==> config.mk <==
export PLATFORM = sky130hd
export DESIGN_NAME = lru_key_value_cache_top
export DESIGN_NICKNAME = d
export VERILOG_FILES = /design/src/rtl/core/lkv_pkg.sv /design/src/rtl/core/lkv_cell.sv /design/src/rtl/core/lkv_sel.sv /design/src/rtl/core/lru_key_value_cache_top.sv
export SDC_FILE = /design/constraint.sdc
export NUM_CORES = 1
export LEC_CHECK = 0
export ABC_CLOCK_PERIOD_IN_PS = 12900
export BUFFER_PORTS_ARGS = -buffer_cell sky130_fd_sc_hd__buf_2
export CORE_MARGIN = 8
export CORE_UTILIZATION = 32
export DETAILED_ROUTE_END_ITERATION = 6
export PLACE_DENSITY_LB_ADDON = 0.15
export RECOVER_POWER = 50
export SLEW_MARGIN = 20
export SYNTH_ARGS = -nofsm -noshare
export SYNTH_HDL_FRONTEND = slang
export SYNTH_HIERARCHICAL = 1
export SYNTH_SLANG_ARGS = --single-unit
==> constraint.sdc <==
create_clock -name clk -period 12.9 [get_ports clk]
set_clock_uncertainty 0.1 [all_clocks]
set_input_delay 2.58 -clock clk [delete_from_list [all_inputs] [get_ports clk]]
set_output_delay 2.58 -clock clk [all_outputs]
set_load 0.1 [all_outputs]
==> src/rtl/core/lkv_pkg.sv <==
// Shared types and constants for the LRU key/value cache.
package lkv_pkg;

  localparam int KEY_W        = 16;
  localparam int VALUE_W      = 16;
  localparam int CFG_W        = 5;
  localparam int CAPACITY_DEF = 16;
  localparam logic [CFG_W-1:0] ACTIVE_RESET = CFG_W'(16);

  localparam logic CMD_GET = 1'b0;
  localparam logic CMD_PUT = 1'b1;

  typedef struct packed {
    logic               cmd;
    logic [KEY_W-1:0]   lookup_key;
    logic [VALUE_W-1:0] write_value;
  } lkv_req_t;

  typedef struct packed {
    logic               found;
    logic [VALUE_W-1:0] read_value;
    logic               evicted;
  } lkv_rsp_t;

endpackage

==> src/rtl/core/lkv_cell.sv <==
// One recency position of the cache: holds a key/value pair and compares its key.
module lkv_cell
  import lkv_pkg::*;
(
  input  logic               clk,
  input  logic               cmp_en,
  input  logic               upd_en,
  input  logic               entry_valid,
  input  logic [KEY_W-1:0]   req_key,
  input  logic [KEY_W-1:0]   in_key,
  input  logic [VALUE_W-1:0] in_value,
  output logic [KEY_W-1:0]   key_r,
  output logic [VALUE_W-1:0] value_r,
  output logic               match_r
);

  always_ff @(posedge clk) begin
    if (cmp_en) begin
      match_r <= entry_valid && (key_r == req_key);
    end
    if (upd_en) begin
      key_r   <= in_key;
      value_r <= in_value;
    end
  end

endmodule

==> src/rtl/core/lkv_sel.sv <==
// Gathers the per-cell match flags into a hit flag, hit position and hit value.
module lkv_sel
  import lkv_pkg::*;
#(
  parameter int CAPACITY = CAPACITY_DEF,
  parameter int IDX_W    = (CAPACITY > 1) ? $clog2(CAPACITY) : 1
) (
  input  logic               clk,
  input  logic               sel_en,
  input  logic [CAPACITY-1:0] match,
  input  logic [VALUE_W-1:0] values [CAPACITY],
  output logic               hit_r,
  output logic [IDX_W-1:0]   hit_idx_r,
  output logic [VALUE_W-1:0] hit_value_r
);

  logic [IDX_W-1:0]   idx_or;
  logic [VALUE_W-1:0] value_or;

  // Keys held in the row are unique, so at most one flag is set and a plain OR selects.
  always_comb begin
    idx_or   = '0;
    value_or = '0;
    for (int i = 0; i < CAPACITY; i++) begin
      if (match[i]) begin
        idx_or   = idx_or | IDX_W'(i);
        value_or = value_or | values[i];
      end
    end
  end

  always_ff @(posedge clk) begin
    if (sel_en) begin
      hit_r       <= |match;
      hit_idx_r   <= idx_or;
      hit_value_r <= value_or;
    end
  end

endmodule

==> src/rtl/core/lru_key_value_cache_top.sv <==
// Top level of the fully associative LRU key/value cache built as a row of recency cells.
//
// The cache keeps its entries in a row of cells ordered by recency, cell 0 holding the most
// recent entry and the occupied cells always forming an unbroken run from cell 0. Each request
// (get or put) passes through the states IDLE, in which it is accepted, CMP, a parallel key
// compare in every cell, SEL, selection of the hit, and UPD, one shift of the row that moves
// the touched entry to the front and loads the result into the output register. The next
// request is accepted in the cycle after the result is loaded, so the block takes no new
// request before it is through with the last; a result held back by out_stall delays the
// shift until the output register is free. The table is empty after reset with no clearing
// pass. The cfg port is always ready and sets how many entries are held before a put on a new
// key evicts the least recent one (zero acts as one, values above CAPACITY act as CAPACITY).
module lru_key_value_cache_top
  import lkv_pkg::*;
#(
  parameter int CAPACITY = CAPACITY_DEF
) (
  input  logic             clk,
  input  logic             rst_n,
  input  logic             in_valid,
  output logic             in_stall,
  input  lkv_req_t         in_data,
  output logic             out_valid,
  input  logic             out_stall,
  output lkv_rsp_t         out_data,
  input  logic             cfg_valid,
  output logic             cfg_ready,
  input  logic [CFG_W-1:0] cfg_data
);

  localparam int IDX_W = (CAPACITY > 1) ? $clog2(CAPACITY) : 1;
  localparam int CNT_W = $clog2(CAPACITY + 1);
  localparam int LIM_W = (CNT_W > CFG_W) ? CNT_W : CFG_W;

  localparam logic [1:0] ST_IDLE = 2'd0;
  localparam logic [1:0] ST_CMP  = 2'd1;
  localparam logic [1:0] ST_SEL  = 2'd2;
  localparam logic [1:0] ST_UPD  = 2'd3;

  logic [1:0]        state_r, state_nxt;
  lkv_req_t          req_r;
  logic [CNT_W-1:0]  count_r, count_nxt;
  logic [CFG_W-1:0]  active_r;
  lkv_rsp_t          out_r, out_nxt;
  logic              out_valid_r;

  logic [KEY_W-1:0]    cell_key   [CAPACITY];
  logic [VALUE_W-1:0]  cell_value [CAPACITY];
  logic [CAPACITY-1:0] match;

  logic               hit_r;
  logic [IDX_W-1:0]   hit_idx_r;
  logic [VALUE_W-1:0] hit_value_r;

  logic               upd_fire;
  logic               miss_put;
  logic               need_evict;
  logic [LIM_W-1:0]   act_ext;
  logic [LIM_W-1:0]   limit;
  logic [VALUE_W-1:0] head_value;

  assign in_stall  = (state_r != ST_IDLE);
  assign out_valid = out_valid_r;
  assign out_data  = out_r;
  assign cfg_ready = 1'b1;

  assign upd_fire = (state_r == ST_UPD) && (!out_valid_r || !out_stall);
  assign miss_put = !hit_r && (req_r.cmd == CMD_PUT);

  // Effective limit: zero behaves as one, anything beyond the row length as the row length.
  always_comb begin
    act_ext = LIM_W'(active_r);
    if (act_ext == '0) begin
      limit = LIM_W'(1);
    end else if (act_ext > LIM_W'(CAPACITY)) begin
      limit = LIM_W'(CAPACITY);
    end else begin
      limit = act_ext;
    end
  end

  assign need_evict = (LIM_W'(count_r) >= limit);
  assign head_value = (req_r.cmd == CMD_PUT) ? req_r.write_value : hit_value_r;

  // Row of cells; on a shift each cell takes its neighbour's entry, cell 0 takes the request.
  for (genvar i = 0; i < CAPACITY; i++) begin : g_cell
    logic               shift_en;
    logic [KEY_W-1:0]   src_key;
    logic [VALUE_W-1:0] src_value;

    if (i == 0) begin : g_head
      assign src_key   = req_r.lookup_key;
      assign src_value = head_value;
    end else begin : g_body
      assign src_key   = cell_key[i-1];
      assign src_value = cell_value[i-1];
    end

    assign shift_en = upd_fire && (miss_put || (hit_r && (IDX_W'(i) <= hit_idx_r)));

    lkv_cell u_cell (
      .clk         (clk),
      .cmp_en      (state_r == ST_CMP),
      .upd_en      (shift_en),
      .entry_valid (CNT_W'(i) < count_r),
      .req_key     (req_r.lookup_key),
      .in_key      (src_key),
      .in_value    (src_value),
      .key_r       (cell_key[i]),
      .value_r     (cell_value[i]),
      .match_r     (match[i])
    );
  end

  lkv_sel #(
    .CAPACITY (CAPACITY),
    .IDX_W    (IDX_W)
  ) u_sel (
    .clk         (clk),
    .sel_en      (state_r == ST_SEL),
    .match       (match),
    .values      (cell_value),
    .hit_r       (hit_r),
    .hit_idx_r   (hit_idx_r),
    .hit_value_r (hit_value_r)
  );

  always_comb begin
    state_nxt = state_r;
    unique case (state_r)
      ST_IDLE: begin
        if (in_valid) begin
          state_nxt = ST_CMP;
        end
      end
      ST_CMP:  state_nxt = ST_SEL;
      ST_SEL:  state_nxt = ST_UPD;
      ST_UPD: begin
        if (upd_fire) begin
          state_nxt = ST_IDLE;
        end
      end
    endcase
  end

  always_comb begin
    count_nxt = count_r;
    if (upd_fire && miss_put && !need_evict) begin
      count_nxt = count_r + CNT_W'(1);
    end
  end

  always_comb begin
    out_nxt.found      = hit_r;
    out_nxt.read_value = (hit_r && (req_r.cmd == CMD_GET)) ? hit_value_r : '0;
    out_nxt.evicted    = miss_put && need_evict;
  end

  always_ff @(posedge clk) begin
    if (!rst_n) begin
      state_r     <= ST_IDLE;
      count_r     <= '0;
      active_r    <= ACTIVE_RESET;
      out_valid_r <= 1'b0;
    end else begin
      state_r <= state_nxt;
      count_r <= count_nxt;
      if (cfg_valid && cfg_ready) begin
        active_r <= cfg_data;
      end
      if (upd_fire) begin
        out_valid_r <= 1'b1;
      end else if (!out_stall) begin
        out_valid_r <= 1'b0;
      end
    end
  end

  always_ff @(posedge clk) begin
    if (state_r == ST_IDLE && in_valid) begin
      req_r <= in_data;
    end
    if (upd_fire) begin
      out_r <= out_nxt;
    end
  end

`ifndef SYNTHESIS
  a_count_bound: assert property (@(posedge clk) disable iff (!rst_n)
    LIM_W'(count_r) <= LIM_W'(CAPACITY))
    else $error("occupancy exceeds the row length");

  a_unique_match: assert property (@(posedge clk) disable iff (!rst_n)
    (state_r == ST_SEL) |-> $onehot0(match))
    else $error("more than one cell matched the request key");

  a_count_grow: assert property (@(posedge clk) disable iff (!rst_n)
    (upd_fire && miss_put && !need_evict) |=> (count_r == $past(count_r) + CNT_W'(1)))
    else $error("insert without eviction did not add an entry");

  a_count_monotonic: assert property (@(posedge clk) disable iff (!rst_n)
    1'b1 |=> (count_r >= $past(count_r)))
    else $error("occupancy decreased without reset");

  a_evict_only_miss: assert property (@(posedge clk) disable iff (!rst_n)
    out_valid_r |-> !(out_r.found && out_r.evicted))
    else $error("eviction reported on a request that hit");
`endif

endmodule
==> flow_summary.ini, run 1 <==
[detailed_routing]
wl_met2_microns = 28000
wl_met3_microns = 3420
routed_wirelength_microns = 59000
drt_iter0_markers = 1034
drc = 0
drt_pass1_iterations = 5
viasPerCell = 4.91
top_layer = met4
wl_per_cell_microns = 23.8
ant_nets = 0
wl_met1_microns = 26300
vias = 12200

[global_routing]
antenna_found_initial = 5
grt_pass1_wl_microns = 86200
grtUsageTotal = 0.141
grt_overflow_total = 0
grt_pass1_vias = 12700
grt_start_max_net_pins = 34

[hold_path]
worstHoldStart = g_cell[6].u_cell/value_r[7]$_DFFE_PP_
hp-class = flip-flop to flip-flop

[synth]
synth_top_area_share = 0.751
netlist_top_cells_area = edfxtp_1 (75%), xnor2_1 (7.0%), xor2_1 (2.3%)
ys_seq_area_frac = 0.762
syn_avg_cell_area_sq_um = 18.0
ys.flop_type = edfxtp_1
synth_edf_count = 600
synthesis.nets = 1387
synth_warnings = 6
synth_cell_type_count = 46
syn_inst = 1333
ys_seq_elements = 613
yosysTopAreaCell = edfxtp_1
ys_top_cells_by_count = edfxtp_1 (600), xnor2_1 (193), nand4_1 (67)
postSynth.asyncResetShare = 0
synthesis.area_sq_mm = 0.0240
synthMostInstantiatedCell = edfxtp_1

[floorplan]
io_pins = 64
fp-row-count = 100
die_h_microns = 290
die_w_microns = 290
start_util = 0.323
coreArea_sq_mm = 0.0743
die-area_sq_mm = 0.0840

[timing]
setup_viol = 0
fmax_mhz = 214
slew_violations = 84
min_period_ns = 4.66
rsz0062_at_grt = false
tightest_slew_ns = 2.24
tns_ns = 0
finalCritPeriodShare = 0.361
holdWs_ns = 0.345
slew_headroom = -0.493
hold_viol = 0

[clock_tree]
cts_resized = 0
cts_tree = yes
cts_post_setup_buffers_inserted = 0
cts.sinks = 613
htree_levels = 3
cts_buffer_depth = 3
root_buffer = clkbuf_16
cts.clk_slew.worst_paths_ns = 0.06
cts_made_buffers = 70
hold_buffers = 0
clk-insertion-delay-late_ns = 0.62

[power]
share_seq_of_total_power = 0.501
p_clk_frac = 0.351
p_leak_nw = 8.68
swShare = 0.284
p_int_mw = 3.96
powerDensity_mw_per_mm2 = 199
ir_drop_uv = 141
p_switching_mw = 1.57
combPwrFrac = 0.147

[critical_path]
crit_path_start = out_stall
cp-end-kind = flip-flop
crit_arrival_ns = 4.85
reg2reg_from = u_sel/hit_r$_DFFE_PP_
path_max_fanout = 20
critPathKind = primary input to flip-flop
worstPathRequired_ns = 13.08
cp-start-kind = primary input

[outcome]
status = finished, violations left
violations = capacitance limit, slew limit

[placement]
dp_hpwl_microns = 39900
gp_congestion = 0.768
io_buffers = 62

[cells_and_area]
area_growth_pct = 15.8
drive_gt1_frac = 0.153
nNetsFinal = 1508

[job]
max_cap_violations = 3
-- sequential cells by signal, indices dropped and copies added (netlist names), 5 cells and up --
register               count
g_cell.u_cell/key_r      256
g_cell.u_cell/value_r    256
out_data                  18
req_r                     17
g_cell.src_key            16
g_cell.u_cell/match_r     16
u_sel/hit_value_r         16
act_ext                    5
count_r                    5
-- placed cells by master (no fill, tap or decap), drive strengths merged, types with 16 or more instances in the layout --
cell / count
buf: 80
xnor2: 193
nand2: 43
mux2: 16
nand4: 67
nor4: 40
clkbuf: 106
clkinv: 27
a22o: 64
a221oi: 64
xor2: 64
edfxtp: 600
a21oi: 16
-- power by group through the flow --
| stage | registers [mW] | clock network [mW] | logic, mW |
|---|---|---|---|
| after floorplan | 2.74 | 0 | 0.557 |
| after global placement | 2.81 | 0 | 0.817 |
| after detailed placement | 2.81 | 0 | 0.838 |
| after CTS | 2.77 | 1.99 | 0.839 |
| after global routing | 2.80 | 2.07 | 0.882 |
| final | 2.77 | 1.94 | 0.814 |
-- path summary, 6_finish.rpt --
path	to	slack, ns	depth (start not counted)
setup / recovery	g_cell[7].u_cell/key_r[11]$_DFFE_PP_	8.24	6
hold / removal	g_cell[7].u_cell/value_r[7]$_DFFE_PP_	0.35	0
setup reg to reg	g_cell[3].u_cell/key_r[6]$_DFFE_PP_	8.37	5
hold reg to reg	g_cell[7].u_cell/value_r[7]$_DFFE_PP_	0.35	0
-- through the flow --
stage               std cells  cell area (sq um)  power [mW]  utilization  setup slack, ns
floorplan                1333              24000        3.30            -             7.02
global placement         2348              25600        3.63        0.344             7.64
detailed placement       2351              25700        3.65        0.346             7.69
CTS                      2477              27900        5.61        0.376             8.34
global route             2477              27800        5.75        0.374             8.16
finish                   2478              27800        5.53        0.374             8.24
-- cell families after synthesis --
family / share of synthesized area
compound gates: 0.0580
xor+xnor: 0.0938
fa+ha+maj: 0.00574
buf+inv: 0.0151
flops: 0.762
mux: 0.0108
other cells: 0.000156
simple gates: 0.0544
-- worst max-delay path: stages --
cell      delay (ns)
buf_2           0.13
a21boi_4        0.13
buf_4           0.37
o21ai_4         0.38
a21oi_4         0.80
buf_4           0.40
-- final cells by class --
cell class / instances / area (sq um)
well taps: 969 / 1210
flip-flops and latches: 613 / 18300
clock inverters: 36 / 387
multi-input cells: 663 / 5440
diodes: 1 / 2.50
inverters: 10 / 37.5
fillers: 6934 / 46500
clock buffers: 90 / 1850
repair buffers: 96 / 566
-- routing by layer --
layer / vias to the layer above / GRT usage
li1: 5510 / -
met1: 6199 / 0.188
met4: 0 / 0.0408
met2: 372 / 0.230
met5: - / 0
met3: 85 / 0.0324
(Power assumes the default switching activity.)
==> run 2: changes to the inputs <==
- ABC_CLOCK_PERIOD_IN_PS: 12900 -> 3700
- clock period: 12.9 -> 3.7 ns (I/O delays scaled with it)
==> run 2 against run 1 <==
The flow still finishes with violations (capacitance limit, slew limit). First-iteration DRC count is 15% lower. Hold slack worse by 0.14 ns. Clock power grew to 3.5 times the previous value. Critical endpoint is now g_cell[7].u_cell/key_r[13]$_DFFE_PP_.
==> flow_summary.ini, run 2 (synthesis results as in run 1) <==
[placement]
io_buffers = 62
placed_cells = 2358
dp_worst_setup_slack_ns = 0.856
gp_congestion = 0.784
dp_hpwl_microns = 42600

[power]
p_leak_nw = 8.72
share_seq_of_total_power = 0.507
p_clk_frac = 0.348
combPwrFrac = 0.145
swShare = 0.288
ir_drop_uv = 351
p_switching_mw = 5.56
power_mw = 19.3
p_int_mw = 13.7
powerDensity_mw_per_mm2 = 692

[global_routing]
grtUsageTotal = 0.148
grt_start_max_net_pins = 33
grt_overflow_total = 0
grt_pass1_wl_microns = 89900
antenna_found_initial = 3
grt_pass1_vias = 12600

[floorplan]
die_w_microns = 290
die_h_microns = 290
die-area_sq_mm = 0.0840
fp-row-count = 100
io_pins = 64
start_util = 0.323
coreArea_sq_mm = 0.0743

[timing]
slew_violations = 58
rsz0062_at_grt = false
tightest_slew_ns = 1.88
slew_headroom = -0.251
tns_ns = 0
fmax_mhz = 320
setup_ws_ns = 0.574
min_period_ns = 3.13
hold_viol = 0
setup_viol = 0
finalCritPeriodShare = 0.845

[hold_path]
hp-class = primary input to flip-flop
worstHoldPathCells = 1

[clock_tree]
cts_made_buffers = 71
htree_levels = 3
cts_resized = 0
clk-insertion-delay-late_ns = 0.61
root_buffer = clkbuf_16
cts_buffer_depth = 3
cts_post_setup_buffers_inserted = 0
cts.clk_slew.worst_paths_ns = 0.06
cts_tree = yes
cts.sinks = 613
hold_buffers = 0

[detailed_routing]
vias = 12300
viasPerCell = 4.95
drt_iter0_markers = 880
wl_per_cell_microns = 25.0
drc = 0
ant_nets = 0
drt_pass1_iterations = 5
routed_wirelength_microns = 62000

[cells_and_area]
area_growth_pct = 16.3
nNetsFinal = 1516
instances_no_fill = 2483
drive_gt1_frac = 0.166
layout_common_cells = edfxtp_1 (600), xnor2_1 (193), clkbuf_16 (74), nand4_1 (67), xor2_1 (64)
final_common_cell = edfxtp_1
diodes = 0
final_util = 0.375

[critical_path]
crit_arrival_ns = 3.28
reg2reg_depth = 5
worst_path_max_delay_cell = a21boi_0
cp-end-kind = flip-flop
cp_cell_sequence = ha_1 -> a21boi_0 -> o21ai_4 -> a21oi_4 -> buf_4
worstPathRequired_ns = 3.85
slowest_delay_ns = 0.62
critPathKind = flip-flop to flip-flop
cp-start-kind = flip-flop
path_max_fanout = 22

[job]
max_cap_violations = 2

[outcome]
status = finished, violations left
violations = capacitance limit, slew limit
[run 2: stage by stage]
| stage | cell area, sq um | hold WS, ns |
|---|---|---|
| floorplan | 24000 | 0.326 |
| global placement | 25700 | 0.330 |
| detailed placement | 25700 | 0.334 |
| CTS | 27900 | 0.161 |
| global route | 27900 | 0.170 |
| finish | 27900 | 0.202 |
[run 2: area by class of cell]
type | instances | area [sq um]
Multi-Input combinational cell | 663 | 5520
Inverter | 10 | 37.5
Clock buffer | 87 | 1900
Clock inverter | 38 | 309
Timing Repair Buffer | 103 | 632
Sequential cell | 613 | 18300
Tap cell | 969 | 1210
Fill cell | 6881 | 46400
[run 2: power groups by stage]
stage               clock, mW  combinational, mW  sequential (mW)
floorplan                   0               1.94             9.56
global placement            0               2.82             9.95
detailed placement          0               2.87             9.93
CTS                      6.89               2.88             9.80
global route             7.13               3.04             9.88
finish                   6.71               2.80             9.78
[run 2: final timing paths]
| kind | end | slack [ns] | from |
|---|---|---|---|
| max | g_cell[7].u_cell/key_r[13]$_DFFE_PP_ | 0.57 | state_r[1]$_SDFFE_PN0P_ |
| min | g_cell[0].src_key[2]$_DFFE_PP_ | 0.20 | in_data[18] |
| max reg2reg | g_cell[7].u_cell/key_r[13]$_DFFE_PP_ | 0.57 | state_r[1]$_SDFFE_PN0P_ |
| min reg2reg | g_cell[12].u_cell/value_r[11]$_DFFE_PP_ | 0.34 | g_cell[11].u_cell/value_r[11]$_DFFE_PP_ |
[run 2: worst max-delay path: cells and delay by family, from the launching register on]
kind | cells | cell delay [ns]
adder cells (fa/ha/maj) | 1 | 0.23
AO/OA/AOI/OAI | 3 | 1.58
flip-flops | 1 | 0.38
buffers and inverters | 1 | 0.42
[run 2: per-layer routing]
layer	wire [microns]	global-route usage	vias up
met5	27	0	-
met4	1370	0.0419	4
met3	3580	0.0287	101
met2	29900	0.244	369
met1	27200	0.198	6285
li1	-	-	5527
==> run 3: changes to the inputs <==
- ABC_CLOCK_PERIOD_IN_PS: 3700 -> 3000
- clock period: 3.7 -> 3 ns (I/O delays scaled with it)
==> run 3 against run 2 <==
The run still ends with capacitance limit, slew limit left. First-iteration DRC count is 36% higher. Global-route usage is 0.79 points higher. Flip-flop and latch count stayed put. Register-to-register slack worse by 0.16 ns. Non-clock buffer count up 32. Critical endpoint is now g_cell[14].u_cell/match_r$_DFFE_PP_.
==> flow_summary.ini, run 3 (synthesis results as in run 1) <==
[outcome]
status = finished, violations left
violations = capacitance limit, slew limit

[clock_tree]
clk-insertion-delay-late_ns = 0.60
cts_made_buffers = 71
cts_tree = yes
hold_buffers = 0
root_buffer = clkbuf_16
cts.sinks = 613
cts_buffer_depth = 3
htree_levels = 3
cts.clk_slew.worst_paths_ns = 0.06
cts_resized = 0
cts_post_setup_buffers_inserted = 0

[cells_and_area]
area_growth_pct = 17.9
final_common_cell = edfxtp_1
nNetsFinal = 1548
layout_common_cells = edfxtp_1 (600), xnor2_1 (193), clkbuf_16 (73), nand4_1 (67), xor2_1 (64)
drive_gt1_frac = 0.187

[timing]
slew_headroom = -0.193
tns_ns = 0
rsz0062_at_grt = false
setup_ws_ns = 0.415
hold_viol = 0
fmax_mhz = 387
setup_viol = 0
finalCritPeriodShare = 0.862
tightest_slew_ns = 1.79
slew_violations = 40
min_period_ns = 2.58

[power]
p_leak_nw = 8.92
powerDensity_mw_per_mm2 = 864
power_mw = 24.4
ir_drop_uv = 494

[placement]
dp_worst_setup_slack_ns = 0.487
gp_congestion = 0.782
io_buffers = 62
dp_hpwl_microns = 43300

[detailed_routing]
drt_iter0_markers = 1200
viasPerCell = 5.03
ant_nets = 0
drc = 0
drt_pass1_iterations = 6
routed_wirelength_microns = 65100
wl_per_cell_microns = 25.8
vias = 12700

[hold_path]
hp-class = primary input to flip-flop

[global_routing]
grtUsageTotal = 0.156
grt_pass1_wl_microns = 94200
grt_overflow_total = 0
grt_start_max_net_pins = 32
antenna_found_initial = 1
grt_pass1_vias = 13300

[critical_path]
path_max_fanout = 12
r2r_end = g_cell[14].u_cell/match_r$_DFFE_PP_
cp_cell_sequence = clkbuf_1 -> xnor2_1 -> nand4_1 -> nor4_2
reg2reg_from = g_cell[0].src_key[0]$_DFFE_PP_
r2r_slack_ns = 0.42
slowest_delay_ns = 0.74
crit_arrival_ns = 2.89
cp-start-kind = flip-flop
reg2reg_depth = 4
worstPathRequired_ns = 3.30
critPathKind = flip-flop to flip-flop
crit_path_end = g_cell[14].u_cell/match_r$_DFFE_PP_
worst_path_max_delay_cell = clkbuf_1
crit_path_start = g_cell[0].src_key[0]$_DFFE_PP_
cp-end-kind = flip-flop

[floorplan]
io_pins = 64
die_h_microns = 290
die-area_sq_mm = 0.0840
coreArea_sq_mm = 0.0743
fp-row-count = 100
start_util = 0.323
die_w_microns = 290

[job]
max_cap_violations = 2
-- run 3: metrics by stage --
step	hold slack, ns	std cells	util	instance area (sq um)
6_report	0.0679	2520	0.380	28300
4_1_cts	0.0197	2519	0.381	28300
2_1_floorplan	0.326	1333	-	24100
3_3_place_gp	0.331	2383	0.349	25900
5_1_grt	0.0298	2519	0.380	28300
3_5_place_dp	0.335	2390	0.351	26100
-- run 3: cell type report --
cell class              instances  area, sq um
diodes                          1         2.50
clock buffers                  88         1880
clock inverters                41          392
fillers                      6878        46000
inverters                      10         41.3
multi-input cells             663         5530
flip-flops and latches        613        18300
well taps                     969         1210
repair buffers                135          937
-- run 3: worst min path at each step --
stage                                                start                                      to  slack [ns]  depth (start not counted)
floorplan           g_cell[7].u_cell/value_r[14]$_DFFE_PP_  g_cell[8].u_cell/value_r[14]$_DFFE_PP_        0.33                          0
global placement    g_cell[7].u_cell/value_r[14]$_DFFE_PP_  g_cell[8].u_cell/value_r[14]$_DFFE_PP_        0.33                          0
detailed placement   g_cell[2].u_cell/value_r[3]$_DFFE_PP_   g_cell[3].u_cell/value_r[3]$_DFFE_PP_        0.33                          0
CTS                                             in_data[8]                      req_r[8]$_DFFE_PP_        0.02                          1
global route                                    in_data[8]                      req_r[8]$_DFFE_PP_        0.03                          1
finish                                          in_data[8]                      req_r[8]$_DFFE_PP_        0.07                          1
-- run 3: critical path, delay by kind of cell, from the launching register on --
family                 cells  cell delay (ns)
flip-flops                 1             0.56
buffers and inverters      1             0.74
AND/OR/NAND/NOR            2             0.79
XOR/XNOR                   1             0.19
-- run 3: report_power, final --
part | total [mW] | switching (mW) | leakage [nW] | internal (mW)
Sequential | 11.9 | 1.03 | 5.51 | 10.8
Clock | 8.54 | 3.47 | 1.11 | 5.07
Combinational | 4.02 | 2.56 | 2.30 | 1.45
-- run 3: per-layer routing --
layer / part of all wire / wire length (microns) / global-route usage
met5: 0 / 0 / 0
met4: 0.028 / 1840 / 0.0479
met3: 0.058 / 3750 / 0.0353
met2: 0.49 / 32000 / 0.262
met1: 0.42 / 27500 / 0.199
